## src/rtl/fir_pkg.sv

```systemverilog
`timescale 1ns / 1ps
// ----------------------------------------------------------------------------
// fir_pkg
// Shared types and constants of the streaming direct-form FIR filter.
// ----------------------------------------------------------------------------
package fir_pkg;

  localparam int MAX_TAPS    = 64;
  localparam int SAMPLE_BITS = 16;
  localparam int FRAC_BITS   = SAMPLE_BITS - 1;

  localparam int TAP_IDX_W = $clog2(MAX_TAPS);
  localparam int PROD_W    = 2 * SAMPLE_BITS;
  localparam int ACC_W     = PROD_W + $clog2(MAX_TAPS);
  localparam int Y_W       = ACC_W - FRAC_BITS;

  localparam int TAP_CNT_W  = 7;
  localparam int COEFF_IDX_W = 6;
  localparam int CFG_ADDR_W = 2;
  localparam int CFG_DATA_W = 32;

  localparam logic [TAP_CNT_W-1:0] TAP_COUNT_RST = TAP_CNT_W'(48);

  localparam logic [CFG_ADDR_W-1:0] REG_TAP_COUNT = '0;

  localparam logic FUNC_SAMPLE = 1'b0;
  localparam logic FUNC_COEFF  = 1'b1;

  localparam logic signed [ACC_W-1:0] ROUND_HALF = ACC_W'(1) <<< (FRAC_BITS - 1);
  localparam logic signed [Y_W-1:0]   Y_MAX = Y_W'((1 << (SAMPLE_BITS - 1)) - 1);
  localparam logic signed [Y_W-1:0]   Y_MIN = Y_W'(-(1 << (SAMPLE_BITS - 1)));

  typedef struct packed {
    logic                          func;
    logic signed [SAMPLE_BITS-1:0] sample_in;
    logic [COEFF_IDX_W-1:0]        coeff_index;
    logic signed [SAMPLE_BITS-1:0] coeff_value;
  } in_item_t;

  typedef struct packed {
    logic signed [SAMPLE_BITS-1:0] filtered;
    logic                          saturated;
  } out_item_t;

  typedef enum logic [1:0] {
    ST_IDLE,
    ST_RUN,
    ST_DRAIN,
    ST_FIN
  } fir_state_t;

endpackage

```

## src/rtl/fir_filter_stream_core.sv

```systemverilog
`timescale 1ns / 1ps
// ----------------------------------------------------------------------------
// fir_filter_stream_core
// Direct-form FIR filter: delay line and coefficients in two synchronous RAMs,
// one multiply-accumulate per tap per cycle, Q1.15 rounding and saturation.
// ----------------------------------------------------------------------------
// A coefficient-load transaction gives no result. A sample transaction sweeps
// the active taps one per cycle: each cycle reads one delay-line entry and one
// coefficient, writes the entry back one place lower and feeds the single 16x16
// multiplier. With tap_count clamped to 1..64 active taps, the products pass the
// product register into the accumulator; the rounded, saturated sum is registered
// and then loaded into the output register, after which the next transaction is
// taken. The input stalls for the whole sweep; a finished result may wait in the
// output register while the next transaction is taken. Both RAMs read as zero
// after reset through per-entry valid bits, so there is no clearing pass.
module fir_filter_stream_core (
  input  logic                                 clk,
  input  logic                                 rst_n,
  input  logic                                 in_valid,
  output logic                                 in_stall,
  input  fir_pkg::in_item_t                    in_data,
  output logic                                 out_valid,
  input  logic                                 out_stall,
  output fir_pkg::out_item_t                   out_data,
  input  logic                                 cfg_psel,
  input  logic                                 cfg_penable,
  input  logic                                 cfg_pwrite,
  input  logic [fir_pkg::CFG_ADDR_W-1:0]       cfg_paddr,
  input  logic [fir_pkg::CFG_DATA_W-1:0]       cfg_pwdata,
  output logic [fir_pkg::CFG_DATA_W-1:0]       cfg_prdata,
  output logic                                 cfg_pready
);
  import fir_pkg::*;

  fir_state_t state_r, state_nxt;

  logic [TAP_CNT_W-1:0]          tap_count_r;
  logic [TAP_IDX_W-1:0]          last_r;
  logic [TAP_IDX_W-1:0]          rd_idx_r;
  logic signed [SAMPLE_BITS-1:0] sample_r;

  // memories and their valid bits
  logic signed [SAMPLE_BITS-1:0] dl_mem [MAX_TAPS];
  logic signed [SAMPLE_BITS-1:0] cf_mem [MAX_TAPS];
  logic [MAX_TAPS-1:0]           dl_vld_r;
  logic [MAX_TAPS-1:0]           cf_vld_r;
  logic signed [SAMPLE_BITS-1:0] dl_rdata_r;
  logic signed [SAMPLE_BITS-1:0] cf_rdata_r;
  logic                          dl_rvld_r;
  logic                          cf_rvld_r;
  logic [TAP_IDX_W-1:0]          dl_raddr;

  // sweep pipeline
  logic                          s1_vld_r;
  logic                          s1_last_r;
  logic [TAP_IDX_W-1:0]          s1_idx_r;
  logic                          s2_vld_r;
  logic                          s2_last_r;
  logic signed [PROD_W-1:0]      prod_r;
  logic signed [PROD_W-1:0]      prod_nxt;
  logic signed [SAMPLE_BITS-1:0] tap_data;
  logic signed [SAMPLE_BITS-1:0] tap_coeff;
  logic signed [ACC_W-1:0]       acc_r;
  logic                          acc_done_r;

  // rounding and result
  logic signed [ACC_W-1:0]       acc_rnd;
  logic signed [Y_W-1:0]         y_full;
  logic signed [SAMPLE_BITS-1:0] res_val_r;
  logic                          res_sat_r;
  logic                          out_valid_r;
  out_item_t                     out_data_r;

  logic accept;
  logic accept_sample;
  logic coeff_we;
  logic run_en;
  logic out_load;
  logic out_take;
  logic cfg_wr;
  logic [TAP_IDX_W-1:0] last_nxt;

  assign accept        = in_valid && !in_stall;
  assign accept_sample = accept && (in_data.func == FUNC_SAMPLE);
  assign coeff_we      = accept && (in_data.func == FUNC_COEFF)
                         && (int'(in_data.coeff_index) < MAX_TAPS);
  assign cfg_wr        = cfg_psel && cfg_penable && cfg_pwrite && cfg_pready;
  assign out_take      = out_valid_r && !out_stall;

  // configuration port
  assign cfg_pready = 1'b1;
  assign cfg_prdata = (cfg_paddr == REG_TAP_COUNT) ? CFG_DATA_W'(tap_count_r) : '0;

  always_ff @(posedge clk) begin
    if (!rst_n) begin
      tap_count_r <= TAP_COUNT_RST;
    end else if (cfg_wr && cfg_paddr == REG_TAP_COUNT) begin
      tap_count_r <= cfg_pwdata[TAP_CNT_W-1:0];
    end
  end

  // clamp the tap count to 1 .. MAX_TAPS, kept as the last tap index
  always_comb begin
    if (tap_count_r == '0) begin
      last_nxt = '0;
    end else if (int'(tap_count_r) > MAX_TAPS) begin
      last_nxt = TAP_IDX_W'(MAX_TAPS - 1);
    end else begin
      last_nxt = TAP_IDX_W'(tap_count_r - TAP_CNT_W'(1));
    end
  end

  // control
  always_ff @(posedge clk) begin
    if (!rst_n) begin
      state_r <= ST_IDLE;
    end else begin
      state_r <= state_nxt;
    end
  end

  always_comb begin
    state_nxt = state_r;
    in_stall  = 1'b1;
    run_en    = 1'b0;
    out_load  = 1'b0;
    case (state_r)
      ST_IDLE: begin
        in_stall = 1'b0;
        if (accept_sample) begin
          state_nxt = ST_RUN;
        end
      end
      ST_RUN: begin
        run_en = 1'b1;
        if (rd_idx_r == last_r) begin
          state_nxt = ST_DRAIN;
        end
      end
      ST_DRAIN: begin
        if (acc_done_r) begin
          state_nxt = ST_FIN;
        end
      end
      ST_FIN: begin
        if (!out_valid_r || !out_stall) begin
          out_load  = 1'b1;
          state_nxt = ST_IDLE;
        end
      end
      default: begin
        state_nxt = ST_IDLE;
      end
    endcase
  end

  always_ff @(posedge clk) begin
    if (accept_sample) begin
      last_r   <= last_nxt;
      sample_r <= in_data.sample_in;
    end
    if (accept_sample) begin
      rd_idx_r <= '0;
    end else if (run_en) begin
      rd_idx_r <= rd_idx_r + TAP_IDX_W'(1);
    end
  end

  // read entry k+1 of the delay line, it moves down into entry k
  assign dl_raddr = rd_idx_r + TAP_IDX_W'(1);

  always_ff @(posedge clk) begin
    if (s1_vld_r) begin
      dl_mem[s1_idx_r] <= tap_data;
    end
    dl_rdata_r <= dl_mem[dl_raddr];
    dl_rvld_r  <= dl_vld_r[dl_raddr];
  end

  always_ff @(posedge clk) begin
    if (coeff_we) begin
      cf_mem[TAP_IDX_W'(in_data.coeff_index)] <= in_data.coeff_value;
    end
    cf_rdata_r <= cf_mem[rd_idx_r];
    cf_rvld_r  <= cf_vld_r[rd_idx_r];
  end

  always_ff @(posedge clk) begin
    if (!rst_n) begin
      dl_vld_r <= '0;
      cf_vld_r <= '0;
    end else begin
      if (s1_vld_r) begin
        dl_vld_r[s1_idx_r] <= 1'b1;
      end
      if (coeff_we) begin
        cf_vld_r[TAP_IDX_W'(in_data.coeff_index)] <= 1'b1;
      end
    end
  end

  // the last active tap takes the new sample
  always_comb begin
    if (s1_last_r) begin
      tap_data = sample_r;
    end else if (dl_rvld_r) begin
      tap_data = dl_rdata_r;
    end else begin
      tap_data = '0;
    end
    tap_coeff = cf_rvld_r ? cf_rdata_r : '0;
    prod_nxt  = PROD_W'(tap_data) * PROD_W'(tap_coeff);
  end

  always_ff @(posedge clk) begin
    if (!rst_n) begin
      s1_vld_r   <= 1'b0;
      s1_last_r  <= 1'b0;
      s2_vld_r   <= 1'b0;
      s2_last_r  <= 1'b0;
      acc_done_r <= 1'b0;
    end else begin
      s1_vld_r   <= run_en;
      s1_last_r  <= run_en && (rd_idx_r == last_r);
      s2_vld_r   <= s1_vld_r;
      s2_last_r  <= s1_vld_r && s1_last_r;
      acc_done_r <= s2_vld_r && s2_last_r;
    end
  end

  always_ff @(posedge clk) begin
    s1_idx_r <= rd_idx_r;
    prod_r   <= prod_nxt;
    if (accept_sample) begin
      acc_r <= '0;
    end else if (s2_vld_r) begin
      acc_r <= acc_r + ACC_W'(prod_r);
    end
  end

  // round half up, then saturate
  assign acc_rnd = acc_r + ROUND_HALF;
  assign y_full  = acc_rnd[ACC_W-1:FRAC_BITS];

  always_ff @(posedge clk) begin
    if (state_r == ST_DRAIN && acc_done_r) begin
      if (y_full > Y_MAX) begin
        res_val_r <= SAMPLE_BITS'(Y_MAX);
        res_sat_r <= 1'b1;
      end else if (y_full < Y_MIN) begin
        res_val_r <= SAMPLE_BITS'(Y_MIN);
        res_sat_r <= 1'b1;
      end else begin
        res_val_r <= SAMPLE_BITS'(y_full);
        res_sat_r <= 1'b0;
      end
    end
  end

  // output register
  always_ff @(posedge clk) begin
    if (!rst_n) begin
      out_valid_r <= 1'b0;
    end else if (out_load) begin
      out_valid_r <= 1'b1;
    end else if (out_take) begin
      out_valid_r <= 1'b0;
    end
  end

  always_ff @(posedge clk) begin
    if (out_load) begin
      out_data_r.filtered  <= res_val_r;
      out_data_r.saturated <= res_sat_r;
    end
  end

  assign out_valid = out_valid_r;
  assign out_data  = out_data_r;

`ifndef SYNTHESIS
  a_idle_pipe_empty: assert property (@(posedge clk) disable iff (!rst_n)
    state_r == ST_IDLE |-> !s1_vld_r && !s2_vld_r && !acc_done_r)
    else $error("sweep pipeline busy while idle");

  a_wb_in_range: assert property (@(posedge clk) disable iff (!rst_n)
    s1_vld_r |-> s1_idx_r <= last_r)
    else $error("delay line write beyond active taps");

  a_result_from_fin: assert property (@(posedge clk) disable iff (!rst_n)
    $rose(out_valid_r) |-> $past(state_r) == ST_FIN)
    else $error("result loaded outside finish state");

  a_sample_starts_sweep: assert property (@(posedge clk) disable iff (!rst_n)
    accept_sample |=> state_r == ST_RUN && rd_idx_r == '0)
    else $error("sample transaction did not start a sweep");

  a_coeff_no_sweep: assert property (@(posedge clk) disable iff (!rst_n)
    accept && in_data.func == FUNC_COEFF |=> state_r == ST_IDLE)
    else $error("coefficient load left idle");
`endif

endmodule
```

## config.mk

```make
export PLATFORM = sky130hd
export DESIGN_NAME = fir_filter_stream_core
export DESIGN_NICKNAME = d
export VERILOG_FILES = /design/src/rtl/fir_pkg.sv /design/src/rtl/fir_filter_stream_core.sv
export SDC_FILE = /design/constraint.sdc
export NUM_CORES = 2
export LEC_CHECK = 0
export BUFFER_PORTS_ARGS = -buffer_cell sky130_fd_sc_hd__buf_4
export CAP_MARGIN = 20
export CORE_MARGIN = 10
export CORE_UTILIZATION = 47
export CTS_CLUSTER_SIZE = 20
export DETAILED_ROUTE_END_ITERATION = 8
export GPL_TIMING_DRIVEN = 1
export SLEW_MARGIN = 20
export SYNTH_ARGS = -nofsm -noshare
export SYNTH_HDL_FRONTEND = slang
export SYNTH_SLANG_ARGS = --single-unit
export TNS_END_PERCENT = 50
```

## constraint.sdc

```tcl
create_clock -name clk -period 15.05 [get_ports clk]
set_input_delay 3.01 -clock clk [delete_from_list [all_inputs] [get_ports clk]]
set_output_delay 3.01 -clock clk [all_outputs]
set_load 0.02 [all_outputs]
```

==> impl_metrics.py <==
metrics = {
    "yosys": {
        "synthXorXnorAreaFrac": 0.00896,
        "synth_async_sr_flop_share": 0,
        "synth_enable_flop_cells": 2104,
        "synth_seq_cells": 2363,
        "synth_area_per_cell_um2": 18.9,
        "synth_cell_types": 78,
        "post_synth_most_frequent_cells": "edfxtp_1 (2104), mux4_2 (714), nor2_1 (357), inv_1 (326), fa_1 (263)",
        "synthAdderAreaFrac": 0.0683,
        "post-synth-top-count-cell": "edfxtp_1",
        "synth_largest_type_area_fraction": 0.627,
        "synth.mux.area_fraction": 0.163,
        "post_synth_instance_area_mm2": 0.101,
        "yosysWarningCount": 0,
        "yosysSeqAreaShare": 0.679,
        "synth-main-ff-cell": "edfxtp_1",
        "netlist_top_cells_area": "edfxtp_1 (63%), mux4_2 (16%), fa_1 (5.2%)",
        "synth_top_cell_by_area": "edfxtp_1",
        "synth_compound_area_frac": 0.0254,
        "simple_gate_area_share_of_the_yosys_netlist": 0.0321,
        "synth_top_family_by_area": "multiplexers",
        "syn_inst": 5323,
    },
    "power_and_ir_drop": {
        "power_frac_clock": 0.342,
        "p_sw_mw": 4.46,
        "switching_share": 0.269,
        "p_total_mw": 16.6,
        "p_seq_frac": 0.446,
        "pwr_density_cell_mw_per_mm2": 146,
        "p_leak_nw": 36.9,
        "vdd.ir_drop.worst_mv": 0.138,
        "power.internal_mw": 12.1,
        "share_comb_of_total_power": 0.212,
    },
    "setup_path": {
        "worst_ep_arrival_time_ps": 8550,
        "timing.critical_path.required_ps": 15820,
        "kind_of_critical_path": "reg -> reg",
        "crit_path_end_kind": "flop",
        "startpoint_kind_of_the_worst_setup_timing_path": "flop",
        "worstPathMaxFanout": 71,
        "regToRegStartpoint": "s1_last_r$_SDFF_PN0_",
        "ff2ff_setup_slack_ps": 7280,
        "rr_endpoint": "prod_r[30]$_DFF_P_",
        "rr_worst_depth": 27,
        "worstSetupEndpoint": "prod_r[30]$_DFF_P_",
        "setup.worst_path.start": "s1_last_r$_SDFF_PN0_",
    },
    "drt": {
        "vias": 49700,
        "post_drt_via_cell_ratio": 5.76,
        "route.detailed.drc": 0,
        "top_signal_layer_used": "met5",
        "detailedRoute.firstPassIterationCount": 5,
        "drt.antenna.violating_nets": 0,
        "routed-wl-met3_um": 14600,
        "route.layer.met1.wl_um": 98700,
        "detail_route.wl_per_cell_um": 27.7,
        "detailroute.wirelength.met2_um": 121000,
        "initialDrtViolationCount": 4576,
        "detail_route.wirelength_um": 239000,
    },
    "place": {
        "detailedPlacementHpwl_um": 142000,
        "gp_congestion": 0.827,
        "portBuffers": 80,
        "pre_cts_slack_ps": 6640,
    },
    "clock_tree": {
        "ctsHtreeMaxLevel": 4,
        "clock_latency_ps": 870,
        "hold_buf_cts": 0,
        "clock_transition_at_the_registers_of_the_reported_paths_ps": 60,
        "clockRootBuffer": "clkbuf_16",
        "cts_repair_resize_count": 0,
        "ctsLongestPathBuffers": 3,
        "cts.repair_timing.setup_buffer_count": 0,
        "clock_sink_count": 2363,
        "numCtsBuffers": 235,
        "tritoncts_clock_tree": "yes",
    },
    "sta": {
        "setup_viol": 0,
        "worst_slew_pin_slew_ps": 1150,
        "slew-limit-headroom": 0.235,
        "clock_period_minus_worst_slack_ps": 7770,
        "finalClockSkew_ps": 36.0,
        "final-max-slew-violation-count": 0,
        "grt_setup_unrepaired": "false",
        "timing.fmax_mhz": 129,
        "finalCritPeriodShare": 0.516,
        "setup_ws_ps": 7280,
        "setup_total_negative_slack_ps": 0,
        "final_hold_viol_count": 0,
    },
    "die": {
        "floorplan.die.width_um": 483,
        "floorplan.rows": 169,
        "floorplan.die_area_mm2": 0.233,
        "chipHeight_um": 483,
        "floorplan.io_pins": 132,
        "core_region_area_mm2": 0.213,
        "initial_core_util": 0.474,
    },
    "global_routing": {
        "maximum_number_of_pins_on_one_net_before_global_route_repair": 130,
        "antenna_found_initial": 16,
        "grt_pass1_vias": 52000,
        "first_pass_grt_wire_length_um": 354000,
        "grt_overflow_total": 0,
        "global_route_usage_sum": 0.207,
    },
    "finish": {
        "syn2layout_area_growth_pct": 12.5,
        "share_of_cells_above_drive_strength_1": 0.258,
        "nets": 6066,
    },
    "min_path": {
        "hold_path.class": "reg -> reg",
    },
    "status": {
        "run_status": "complete, no violations",
    },
    "run": {
        "number_of_max_cap_violations": 0,
    },
}
-- how the worst min path moves through the flow --
stage / startpoint / end / slack, ps / depth (start not counted)
2_1_floorplan: rd_idx_r[4]$_SDFFE_PP0P_ / s1_idx_r[4]$_DFF_P_ / 330 / 0
3_3_place_gp: res_val_r[15]$_SDFFCE_PN0P_ / out_data[16]$_DFFE_PP_ / 400 / 0
3_5_place_dp: rd_idx_r[5]$_SDFFE_PP0P_ / s1_idx_r[5]$_DFF_P_ / 400 / 0
4_1_cts: rd_idx_r[5]$_SDFFE_PP0P_ / s1_idx_r[5]$_DFF_P_ / 410 / 0
5_1_grt: rd_idx_r[5]$_SDFFE_PP0P_ / s1_idx_r[5]$_DFF_P_ / 400 / 0
6_report: rd_idx_r[5]$_SDFFE_PP0P_ / s1_idx_r[5]$_DFF_P_ / 400 / 0
-- placed cells by master (no fill, tap or decap), types with 15 or more instances in the layout --
cell type and count:
nor3_1 16, buf_4 270, nand3_1 51, dfxtp_1 252
clkinv_1 40, nand2_1 198, o21a_1 138, mux4_2 714
clkinv_2 45, conb_1 26, inv_1 316, nor2_1 232
and2_1 15, a21o_1 27, inv_2 17, ha_1 127
clkbuf_1 70, edfxtp_1 2104, xor2_1 36, fa_1 263
nor2_2 124, xnor2_1 63, clkbuf_16 238, mux2i_1 31
o21ai_0 56, a22oi_1 15, nor2b_1 22, a21oi_1 71
-- cell type report --
| type | instances | area, um^2 |
|---|---|---|
| Sequential cell | 2363 | 68400 |
| Clock buffer | 319 | 6370 |
| Fill cell | 16900 | 99300 |
| Inverter | 333 | 1250 |
| Clock inverter | 124 | 1130 |
| Antenna cell | 10 | 25.0 |
| Timing Repair Buffer | 275 | 2110 |
| Tap cell | 2821 | 3530 |
| Multi-Input combinational cell | 2387 | 30400 |
-- power groups by stage --
stage	Combinational, mW	Clock [mW]	Sequential (mW)
5_1_grt	3.74	6.06	7.40
6_report	3.52	5.68	7.39
2_1_floorplan	2.51	0	7.44
4_1_cts	3.61	5.80	7.39
3_3_place_gp	3.59	0	7.53
3_5_place_dp	3.61	0	7.53
-- metrics by stage --
step,utilization,area (um^2),hold WS [ps],std cells
after detailed placement,0.497,106000,402,8178
after global routing,0.533,113000,404,8623
final,0.533,113000,404,8632
after global placement,0.497,106000,403,8177
after floorplan,-,101000,329,5347
after CTS,0.533,113000,410,8621
-- registers in the layout, indices dropped and copies added, names as in the netlist, 7 cells and up --
signal	cells
acc_r	38
cf_mem	1024
cf_rdata_r	16
cf_vld_r	64
dl_mem	1024
dl_rdata_r	16
dl_vld_r	64
out_data	17
prod_r	32
res_val_r	16
sample_r	16
tap_count_r	7
-- cells by family after synthesis --
| logic type | after synthesis |
|---|---|
| mux | 745 |
| flops | 2363 |
| other cells | 2 |
| simple gates | 739 |
| compound gates | 382 |
| buf+inv | 597 |
| xor+xnor | 103 |
| fa+ha+maj | 392 |
-- worst max-delay path, cell delays in order (launching register included) --
cell and delay, ps:
dfxtp_1 300, buf_4 270, nor2b_1 80, buf_4 200, a22oi_1 870, inv_2 140
buf_4 370, nand2_1 190, fa_1 430, inv_1 90, fa_1 460, fa_1 600
fa_1 440, fa_1 490, inv_1 50, fa_1 470, inv_1 40, ha_1 340
nand3_1 150, nor2_1 180, nand3_1 140, o21ai_0 200, o21ba_2 210, o221ai_1 280
o21a_1 180, a21oi_1 90, o21ai_0 210, xor2_1 160
-- layer usage --
metal,GRT usage,vias up
li1,-,21300
met1,0.283,26700
met2,0.352,1425
met3,0.0350,303
met4,0.0461,10
met5,0,-
(Power assumes the default switching activity.)
